File: src/rtl/hcgb_pkg.sv
// Shared types and constants for the hop-count gradient beacon.
`timescale 1ns / 1ps

package hcgb_pkg;

  localparam int unsigned HOP_W     = 8;
  localparam int unsigned AGE_W     = 16;
  localparam int unsigned ID_W      = 16;
  localparam int unsigned BACKOFF_W = 8;
  localparam int unsigned CFG_W     = 16;
  localparam int unsigned MSG_W     = 32;

  localparam logic [HOP_W-1:0]     HOP_UNKNOWN    = 8'hFF;
  localparam logic [AGE_W-1:0]     AGE_MAX        = 16'hFFFF;
  localparam logic [BACKOFF_W-1:0] BACKOFF_STEP   = 8'd5;
  localparam logic [ID_W-1:0]      ID_RESET       = 16'd0;
  localparam logic [AGE_W-1:0]     TIMEOUT_RESET  = 16'd10000;
  localparam logic [BACKOFF_W-1:0] BACKOFF_RESET  = 8'd20;

  typedef enum logic [1:0] {
    CMD_TICK      = 2'd0,
    CMD_HEARD     = 2'd1,
    CMD_PASS_END  = 2'd2,
    CMD_ROUND_END = 2'd3
  } cmd_t;

  typedef enum logic [1:0] {
    REG_ROBOT_ID        = 2'd0,
    REG_TIMEOUT_TICKS   = 2'd1,
    REG_DEFAULT_BACKOFF = 2'd2
  } reg_idx_t;

  typedef struct packed {
    cmd_t             cmd;
    logic [HOP_W-1:0] nest_hops_in;
    logic [HOP_W-1:0] food_hops_in;
    logic             decoded;
    logic             channel_busy;
  } req_t;

endpackage

File: src/rtl/hop_count_gradient_beacon.sv
// Top level of the hop-count gradient beacon node.
`timescale 1ns / 1ps

// Each request passes the input register, then the state update into the
// result register. A new request is accepted every cycle unless out_ready
// holds back a full result register; node state is read and written in the
// single update stage. The user must write configuration only while the node
// is idle; the block does not enforce it. Every request gives exactly one result.
module hop_count_gradient_beacon (
  input  logic        clk,
  input  logic        rst_n,
  input  logic        in_valid,
  output logic        in_ready,
  input  logic [1:0]  in_cmd,
  input  logic [7:0]  in_nest_hops_in,
  input  logic [7:0]  in_food_hops_in,
  input  logic        in_decoded,
  input  logic        in_channel_busy,
  output logic        out_valid,
  input  logic        out_ready,
  output logic        out_send_now,
  output logic [31:0] out_message_out,
  output logic [7:0]  out_nest_hops,
  output logic [7:0]  out_food_hops,
  output logic [7:0]  out_backoff,
  output logic        out_keep_listening,
  input  logic        cfg_we,
  input  logic [1:0]  cfg_index,
  input  logic [15:0] cfg_wdata
);

  logic [hcgb_pkg::ID_W-1:0]      robot_id_r;
  logic [hcgb_pkg::AGE_W-1:0]     timeout_ticks_r;
  logic [hcgb_pkg::BACKOFF_W-1:0] default_backoff_r;

  logic [hcgb_pkg::HOP_W-1:0]     nest_hop_r, nest_hop_nxt;
  logic [hcgb_pkg::HOP_W-1:0]     food_hop_r, food_hop_nxt;
  logic [hcgb_pkg::HOP_W-1:0]     nest_min_r, nest_min_nxt;
  logic [hcgb_pkg::HOP_W-1:0]     food_min_r, food_min_nxt;
  logic [hcgb_pkg::AGE_W-1:0]     nest_age_r, nest_age_nxt;
  logic [hcgb_pkg::AGE_W-1:0]     food_age_r, food_age_nxt;
  logic [hcgb_pkg::BACKOFF_W-1:0] backoff_r, backoff_nxt;
  logic                           heard_r, heard_nxt;

  hcgb_pkg::req_t req_r;
  logic           req_valid_r;
  logic           out_valid_r;
  logic           advance;

  logic                           send_nxt;
  logic                           keep_nxt;
  logic [hcgb_pkg::HOP_W-1:0]     nest_base;
  logic [hcgb_pkg::HOP_W-1:0]     food_base;

  logic        out_send_now_r;
  logic [31:0] out_message_out_r;
  logic [7:0]  out_nest_hops_r;
  logic [7:0]  out_food_hops_r;
  logic [7:0]  out_backoff_r;
  logic        out_keep_listening_r;

  assign advance  = req_valid_r && (!out_valid_r || out_ready);
  assign in_ready = !req_valid_r || advance;

  always_ff @(posedge clk) begin
    if (!rst_n) begin
      robot_id_r        <= hcgb_pkg::ID_RESET;
      timeout_ticks_r   <= hcgb_pkg::TIMEOUT_RESET;
      default_backoff_r <= hcgb_pkg::BACKOFF_RESET;
    end else if (cfg_we) begin
      unique case (hcgb_pkg::reg_idx_t'(cfg_index))
        hcgb_pkg::REG_ROBOT_ID:        robot_id_r        <= cfg_wdata;
        hcgb_pkg::REG_TIMEOUT_TICKS:   timeout_ticks_r   <= cfg_wdata;
        hcgb_pkg::REG_DEFAULT_BACKOFF: default_backoff_r <= cfg_wdata[hcgb_pkg::BACKOFF_W-1:0];
        default: ;
      endcase
    end
  end

  always_ff @(posedge clk) begin
    if (!rst_n) begin
      req_valid_r <= 1'b0;
    end else if (in_ready) begin
      req_valid_r <= in_valid;
    end
  end

  always_ff @(posedge clk) begin
    if (in_valid && in_ready) begin
      req_r.cmd          <= hcgb_pkg::cmd_t'(in_cmd);
      req_r.nest_hops_in <= in_nest_hops_in;
      req_r.food_hops_in <= in_food_hops_in;
      req_r.decoded      <= in_decoded;
      req_r.channel_busy <= in_channel_busy;
    end
  end

  always_comb begin
    nest_hop_nxt = nest_hop_r;
    food_hop_nxt = food_hop_r;
    nest_min_nxt = nest_min_r;
    food_min_nxt = food_min_r;
    nest_age_nxt = nest_age_r;
    food_age_nxt = food_age_r;
    backoff_nxt  = backoff_r;
    heard_nxt    = heard_r;
    send_nxt     = 1'b0;
    keep_nxt     = 1'b0;
    nest_base    = (nest_age_r > timeout_ticks_r) ? hcgb_pkg::HOP_UNKNOWN : nest_hop_r;
    food_base    = (food_age_r > timeout_ticks_r) ? hcgb_pkg::HOP_UNKNOWN : food_hop_r;
    unique case (req_r.cmd)
      hcgb_pkg::CMD_TICK: begin
        if (nest_age_r != hcgb_pkg::AGE_MAX) nest_age_nxt = nest_age_r + 1'b1;
        if (food_age_r != hcgb_pkg::AGE_MAX) food_age_nxt = food_age_r + 1'b1;
      end
      hcgb_pkg::CMD_HEARD: begin
        heard_nxt = 1'b1;
        if (req_r.decoded) begin
          if (req_r.nest_hops_in != '0 && req_r.nest_hops_in < nest_min_r) begin
            nest_min_nxt = req_r.nest_hops_in;
          end
          if (req_r.food_hops_in != '0 && req_r.food_hops_in < food_min_r) begin
            food_min_nxt = req_r.food_hops_in;
          end
        end
      end
      hcgb_pkg::CMD_PASS_END: begin
        // A minimum plus one is adopted when it does not exceed the current count.
        nest_hop_nxt = nest_base;
        food_hop_nxt = food_base;
        if (nest_min_r != hcgb_pkg::HOP_UNKNOWN && nest_min_r < nest_base) begin
          nest_hop_nxt = nest_min_r + 1'b1;
          nest_age_nxt = '0;
        end
        if (food_min_r != hcgb_pkg::HOP_UNKNOWN && food_min_r < food_base) begin
          food_hop_nxt = food_min_r + 1'b1;
          food_age_nxt = '0;
        end
        keep_nxt  = heard_r || (nest_min_r == hcgb_pkg::HOP_UNKNOWN &&
                                food_min_r == hcgb_pkg::HOP_UNKNOWN);
        heard_nxt = 1'b0;
      end
      hcgb_pkg::CMD_ROUND_END: begin
        if (!req_r.channel_busy) begin
          backoff_nxt = default_backoff_r;
          send_nxt    = 1'b1;
        end else if (backoff_r >= hcgb_pkg::BACKOFF_STEP) begin
          backoff_nxt = backoff_r - hcgb_pkg::BACKOFF_STEP;
        end
        nest_min_nxt = hcgb_pkg::HOP_UNKNOWN;
        food_min_nxt = hcgb_pkg::HOP_UNKNOWN;
        heard_nxt    = 1'b0;
      end
      default: ;
    endcase
  end

  always_ff @(posedge clk) begin
    if (!rst_n) begin
      nest_hop_r  <= hcgb_pkg::HOP_UNKNOWN;
      food_hop_r  <= hcgb_pkg::HOP_UNKNOWN;
      nest_min_r  <= hcgb_pkg::HOP_UNKNOWN;
      food_min_r  <= hcgb_pkg::HOP_UNKNOWN;
      nest_age_r  <= '0;
      food_age_r  <= '0;
      backoff_r   <= hcgb_pkg::BACKOFF_RESET;
      heard_r     <= 1'b0;
      out_valid_r <= 1'b0;
    end else begin
      if (advance) begin
        nest_hop_r <= nest_hop_nxt;
        food_hop_r <= food_hop_nxt;
        nest_min_r <= nest_min_nxt;
        food_min_r <= food_min_nxt;
        nest_age_r <= nest_age_nxt;
        food_age_r <= food_age_nxt;
        backoff_r  <= backoff_nxt;
        heard_r    <= heard_nxt;
      end
      if (advance) begin
        out_valid_r <= 1'b1;
      end else if (out_ready) begin
        out_valid_r <= 1'b0;
      end
    end
  end

  always_ff @(posedge clk) begin
    if (advance) begin
      out_send_now_r       <= send_nxt;
      out_message_out_r    <= {robot_id_r, food_hop_nxt, nest_hop_nxt};
      out_nest_hops_r      <= nest_hop_nxt;
      out_food_hops_r      <= food_hop_nxt;
      out_backoff_r        <= backoff_nxt;
      out_keep_listening_r <= keep_nxt;
    end
  end

  assign out_valid          = out_valid_r;
  assign out_send_now       = out_send_now_r;
  assign out_message_out    = out_message_out_r;
  assign out_nest_hops      = out_nest_hops_r;
  assign out_food_hops      = out_food_hops_r;
  assign out_backoff        = out_backoff_r;
  assign out_keep_listening = out_keep_listening_r;

  a_stall_means_full: assert property (@(posedge clk) disable iff (!rst_n)
    !in_ready |-> (req_valid_r && out_valid_r && !out_ready))
    else $error("input stalled without a full pipeline");

  a_send_excludes_keep: assert property (@(posedge clk) disable iff (!rst_n)
    out_valid_r |-> !(out_send_now_r && out_keep_listening_r))
    else $error("send and keep listening reported together");

  a_min_never_zero: assert property (@(posedge clk) disable iff (!rst_n)
    nest_min_r != '0 && food_min_r != '0)
    else $error("pass minimum reached zero");

  a_send_restores_backoff: assert property (@(posedge clk) disable iff (!rst_n)
    advance && send_nxt |=> out_backoff_r == default_backoff_r)
    else $error("backoff not restored after a send");

endmodule
File: config.mk
export PLATFORM = sky130hd
export DESIGN_NAME = hop_count_gradient_beacon
export DESIGN_NICKNAME = d
export VERILOG_FILES = /design/src/rtl/hcgb_pkg.sv /design/src/rtl/hop_count_gradient_beacon.sv
export SDC_FILE = /design/constraint.sdc
export NUM_CORES = 1
export LEC_CHECK = 0
export BUFFER_PORTS_ARGS = -buffer_cell sky130_fd_sc_hd__buf_2
export CAP_MARGIN = 20
export CORE_AREA = 2 2 136 138
export DETAILED_ROUTE_END_ITERATION = 6
export DIE_AREA = 0 0 138 140
export PLACE_DENSITY = 0.8
export RECOVER_POWER = 100
export REMOVE_ABC_BUFFERS = 1
export SLEW_MARGIN = 5
export SYNTH_ARGS = -nofsm -noshare
export SYNTH_HDL_FRONTEND = slang
export SYNTH_SLANG_ARGS = --single-unit
File: constraint.sdc
create_clock -name clk -period 7.1 [get_ports clk]
set_clock_uncertainty 0.1 [all_clocks]
set_input_delay 1.065 -clock clk [delete_from_list [all_inputs] [get_ports clk]]
set_output_delay 1.065 -clock clk [all_outputs]
set_load 0.02 [all_outputs]
==> impl_metrics.ini, run 1 <==
[worst_setup_path]
worstSetupPathType = reg2reg
startpoint_type = flop
cpMaxStageDelayCell = a31oi_1
r2r_slack_ns = 2.11
required_ns = 7.34
crit_path_end_kind = flop
slowest_delay_ns = 0.68
r2r-end = food_age_r[15]
reg2reg_depth = 15
critPathArrivalTime_ns = 5.24
regToRegStartpoint = timeout_ticks_r[15]
cp_cell_sequence = inv_1, ha_1, nand4_1, nor4_1, o21ai_0, a31oi_1, nor2_1, ha_1, a21oi_1, a21boi_0, nor4_1, and2_0, a21oi_2, or4_1, a21oi_1
critPathMaxFanout = 30

[routing]
drt_iter0_markers = 619
drc = 0
dr.pass1.iters = 5
wl_met1_mm = 9.39
dr_wl_met3_mm = 1.57
wl_per_cell_um = 16.2
dr_total_vias = 7440
via_per_inst = 5.79
wl_mm = 20.8
wl_met2_mm = 9.46
highest_layer = met4
route.antenna.remaining_nets = 0

[synthesis]
synth_top_family_by_area = compound AO/OA/AOI/OAI gates
avgSynthCellArea_um2 = 9.39
synth.distinct_cells = 71
syn_inst = 969
yosysTopAreaCellShare_pct = 25.3
synth_compound_area_share_pct = 18.7
ys_seq_elements = 177
synth_top_flop_cell = dfxtp_1
synth_area_mm2 = 0.00910
synth_area_leaders = dfxtp_1, edfxtp_1, ha_1
synth_edf_count = 62
synth_fa_ha_area_share_pct = 9.08
synthSimpleGateAreaFrac_pct = 18.3
yosys_warnings = 0
async_flop_share_pct = 0
synth_top_area_cell = dfxtp_1
synthXorXnorAreaFrac_pct = 1.16
ys_seq_area_share_pct = 45.8
muxShareOfSynthArea_pct = 1.10

[cts]
cts_resized = 0
root_buffer = clkbuf_16
clkTransAtPathRegs_ns = 0.07
clock_latency_ns = 0.43
htreeDepth = 4
cts_buffer_depth = 2
postCtsSetupRepairBufs = 0
numCtsBuffers = 17
clock-sinks = 177
cts_tree = yes
ctsHoldBuffers = 0

[worst_hold_path]
timing.hold.worst_endpoint = out_message_out[31]
hold_path_depth = 0
min_path_type = reg2reg
worstHoldStart = robot_id_r[15]

[floorplan]
core_mm2 = 0.0178
io_pins = 103
initial_core_util_pct = 51.2
die_area_mm2 = 0.0193
die_x_um = 138
die_y_um = 140
placementRows = 49

[finish]
drive_gt1_share_pct = 7.58
seq_area_mm2 = 0.00416
syn2layout_area_growth_pct = 11.2
fin_area_mm2 = 0.0101
final_nets = 1151
final_common_cell = dfxtp_1
postLayoutCoreUtil_pct = 56.9
final_cell_mix = dfxtp_1, nand2_1, a21oi_1, nor2_1, inv_1
antenna_cells = 0
n_fill_cell = 1570
multi_input_area_mm2 = 0.00434

[power]
finalPower_uw = 2260
powerDensity_mw_per_mm2 = 223
p_leak_uw = 0.00405
irDropWorstVdd_uv = 190

[timing]
tns_ns = 0
drv_slew = 162
finalSetupViolCount = 0
fin_crit_ns = 4.99
max_freq_mhz = 200
min_period_over_period_pct = 70.3
worstMarginPinSlew_ns = 2.85
slew_headroom_pct = -89.9
finalHoldViolCount = 0
rsz0062_at_grt = false

[global_routing]
grt_pass1_vias = 6912
gr-total-overflow = 0
grt_first_pass_wirelength_mm = 34.0
grt_start_max_net_pins = 54
grt_use_total_pct = 21.3
antenna_found_initial = 0

[placed_design]
placed_cell_area_mm2 = 0.00965
io_buffers = 102
gp_congestion = 0.868
hpwl_mm = 14.7

[status]
failed_checks = max-capacitance violations, max-slew violations
outcome = finished with violations

[flow_run]
drv_cap = 4
==> kinds of logic after synthesis <==
kind of cell,count (synthesis)
simple gates,328
compound gates,253
flops,177
buf+inv,123
fa+ha+maj,66
xor+xnor,12
mux,10
==> per-stage QoR <==
| stage | cells | setup WS [ns] | hold WS [ns] |
|---|---|---|---|
| after detailed placement | 1252 | 2.72 | 0.316 |
| after floorplan | 917 | 3.01 | 0.308 |
| after global routing | 1284 | 1.56 | 0.339 |
| after CTS | 1284 | 2.70 | 0.335 |
| after global placement | 1252 | 2.85 | 0.312 |
| final | 1284 | 2.11 | 0.335 |
==> worst max-delay path: cells and delay by family (launching register included) <==
| family | cells | cell delay (ns) |
|---|---|---|
| simple gates | 6 | 2.14 |
| flops | 1 | 0.33 |
| buf+inv | 1 | 0.07 |
| fa+ha+maj | 2 | 0.66 |
| compound gates | 6 | 1.60 |
==> cells in the mapped netlist (12+ instances only) <==
cell type and instances:
nand4_1 16, or3_1 23, nor2_1 70, ha_1 66
a32oi_1 22, edfxtp_1 62, inv_1 70, clkbuf_1 25
xnor2_1 12, a2bb2oi_1 24, buf_4 16, o21ai_0 29
nand3_1 24, dfxtp_1 115, nand2b_1 19, a21oi_1 99
nand2_1 108
==> where the power goes <==
group	switching [uW]	internal, uW
Sequential	22.9	1080
Combinational	121	67.8
Clock	412	556
==> routing by layer <==
layer / global-route usage, % / vias to the layer above
met5: 0 / -
met4: 6.50 / 0
li1: - / 3654
met1: 30.0 / 3452
met3: 4.21 / 34
met2: 33.5 / 300
==> worst max path at each step <==
stage,cells after the start,endpoint,slack [ns],start
after global placement,15,out_message_out[4],2.85,timeout_ticks_r[7]
after floorplan,16,nest_age_r[11],3.01,timeout_ticks_r[14]
after detailed placement,15,out_message_out[3],2.72,timeout_ticks_r[14]
final,15,food_age_r[15],2.11,timeout_ticks_r[15]
after CTS,15,out_message_out[3],2.70,timeout_ticks_r[14]
after global routing,14,food_age_r[7],1.56,timeout_ticks_r[14]
==> state kept, by name, summed over array words and instances, names as in the netlist, 16 cells and up <==
name / cells
food_age_r: 16
nest_age_r: 16
out_message_out: 32
req_r: 20
robot_id_r: 16
timeout_ticks_r: 16
==> cell type report <==
cell class,instances,share of cell area [%]
flip-flops and latches,177,41.2
repair buffers,106,4.43
inverters,71,2.63
clock inverters,12,1.43
clock buffers,20,4.63
multi-input cells,669,42.9
well taps,229,2.83
(Power assumes the default switching activity.)
==> run 2: changes to the inputs <==
PLACE_DENSITY = 0.83   (was 0.8)
clock period = 4.23 ns   (was 7.1 ns; I/O delays follow)
==> impl_metrics.ini, run 2 (synthesis results as in run 1) <==
[status]
outcome = finished with violations
failed_checks = max-capacitance violations, max-slew violations

[worst_setup_path]
required_ns = 4.50
critical-path-top-delay-family = simple AND/OR/NAND/NOR gates
critPathMaxFanout = 15
crit_top_cell = ha_1
cpMaxStageDelayCell = or4b_4
worstSetupPathType = reg2reg
crit_path_end_kind = flop
slowest_delay_ns = 0.58
crit_buf_inv = 2
cp_cell_sequence = inv_1, ha_1, nand4_1, nor4_4, a21boi_1, or4b_4, and2_4, nor2_1, ha_1, a41oi_1, o21ai_1, o31ai_1, and4_1, a21oi_1, buf_6, or4_4, a21oi_2
critPathArrivalTime_ns = 4.43
startpoint_type = flop

[finish]
drive_gt1_share_pct = 10.8
final_cell_mix = dfxtp_1, nand2_1, a21oi_1, inv_1, nor2_1
final_common_cell = dfxtp_1
antenna_cells = 0
n_fill_cell = 1530
syn2layout_area_growth_pct = 13.5
final_nets = 1165
largest_reg_flops = 32

[placed_design]
hpwl_mm = 14.9
io_buffers = 102
gp_congestion = 0.898

[power]
p_leak_uw = 0.00417
finalPower_uw = 3740
powerDensity_mw_per_mm2 = 362
irDropWorstVdd_uv = 288

[global_routing]
gr-total-overflow = 0
grt_use_total_pct = 21.9
antenna_found_initial = 0
grt_first_pass_wirelength_mm = 35.0
grt_pass1_vias = 7157
grt_start_max_net_pins = 54

[timing]
min_period_over_period_pct = 98.3
worstMarginPinSlew_ns = 1.50
drv_slew = 46
tns_ns = 0
fin_crit_ns = 4.16
finalHoldViolCount = 0
finalSetupViolCount = 0
finalHoldWorstSlack_ns = 0.262
max_freq_mhz = 240
slew_headroom_pct = -0.174

[floorplan]
die_x_um = 138
initial_core_util_pct = 51.2
placementRows = 49
die_area_mm2 = 0.0193
die_y_um = 140
core_mm2 = 0.0178
io_pins = 103

[routing]
drt_iter0_markers = 456
wl_mm = 21.2
wl_per_cell_um = 16.3
drc = 0
dr.pass1.iters = 6
dr_total_vias = 7561
route.antenna.remaining_nets = 0
via_per_inst = 5.83

[cts]
clock_latency_ns = 0.44
clkTransAtPathRegs_ns = 0.08
clock-sinks = 177
htreeDepth = 4
cts_tree = yes
root_buffer = clkbuf_16
cts_buffer_depth = 2
numCtsBuffers = 17

[flow_run]
drv_cap = 1

[worst_hold_path]
min_path_type = in2reg
-- run 2: cell count changes in the layout (fill, tap and decap cells not counted), moves of 3 or more --
| cell | before | now |
|---|---|---|
| buf_4 | 1 | 13 |
| clkbuf_1 | 69 | 63 |
| inv_8 | 0 | 5 |
| buf_2 | 37 | 40 |
| nor3_1 | 9 | 6 |
| nor3_2 | 0 | 3 |
| nor4_1 | 7 | 4 |
| nor4_4 | 0 | 3 |
-- run 2: where the power goes --
| group | internal, uW | total, uW | switching, uW |
|---|---|---|---|
| clock | 819 | 1550 | 736 |
| sequential | 1810 | 1850 | 39.0 |
| combinational | 122 | 330 | 209 |
-- run 2: worst paths after layout --
| check | slack (ns) | to | cells past startpoint | start |
|---|---|---|---|---|
| max | 0.07 | nest_age_r[8] | 17 | timeout_ticks_r[14] |
| max reg2reg | 0.07 | nest_age_r[8] | 17 | timeout_ticks_r[14] |
| min | 0.26 | req_r[16] | 1 | in_nest_hops_in[6] |
| min reg2reg | 0.33 | out_message_out[24] | 0 | robot_id_r[8] |
-- run 2: timing repair --
action	in CTS	in global routing
setup buffers	0	5
resized for setup	3	15
setup endpoints to repair	14	53
hold buffers	0	0
cloned	0	1
pin swaps	0	10
-- run 2: final cells by class --
cell class / count / area [um^2] / share of cell area [%]
multi-input cells: 669 / 4450 / 43.1
repair buffers: 120 / 569 / 5.51
inverters: 71 / 267 / 2.58
well taps: 229 / 287 / 2.77
clock buffers: 18 / 450 / 4.36
clock inverters: 14 / 135 / 1.31
flip-flops and latches: 177 / 4160 / 40.3
-- run 2: layer usage --
layer  vias to the layer above  GRT usage [%]  part of all wire [%]
met3                        31           4.03                   7.1
met5                         -              0                     0
li1                       3685              -                     -
met2                       294           36.8                    47
met1                      3551           29.3                    44
met4                         0           6.12                   1.3
-- run 2: stage by stage --
| step | setup slack, ns | cell area, um^2 | util, % | std cells |
|---|---|---|---|---|
| after global routing | -0.0757 | 10300 | 58.1 | 1298 |
| after detailed placement | -0.102 | 9710 | 54.6 | 1259 |
| after global placement | 0.129 | 9710 | 54.6 | 1259 |
| after floorplan | 0.135 | 8830 | - | 917 |
| final | 0.0705 | 10300 | 58.1 | 1298 |
| after CTS | 0.00309 | 10300 | 57.9 | 1291 |
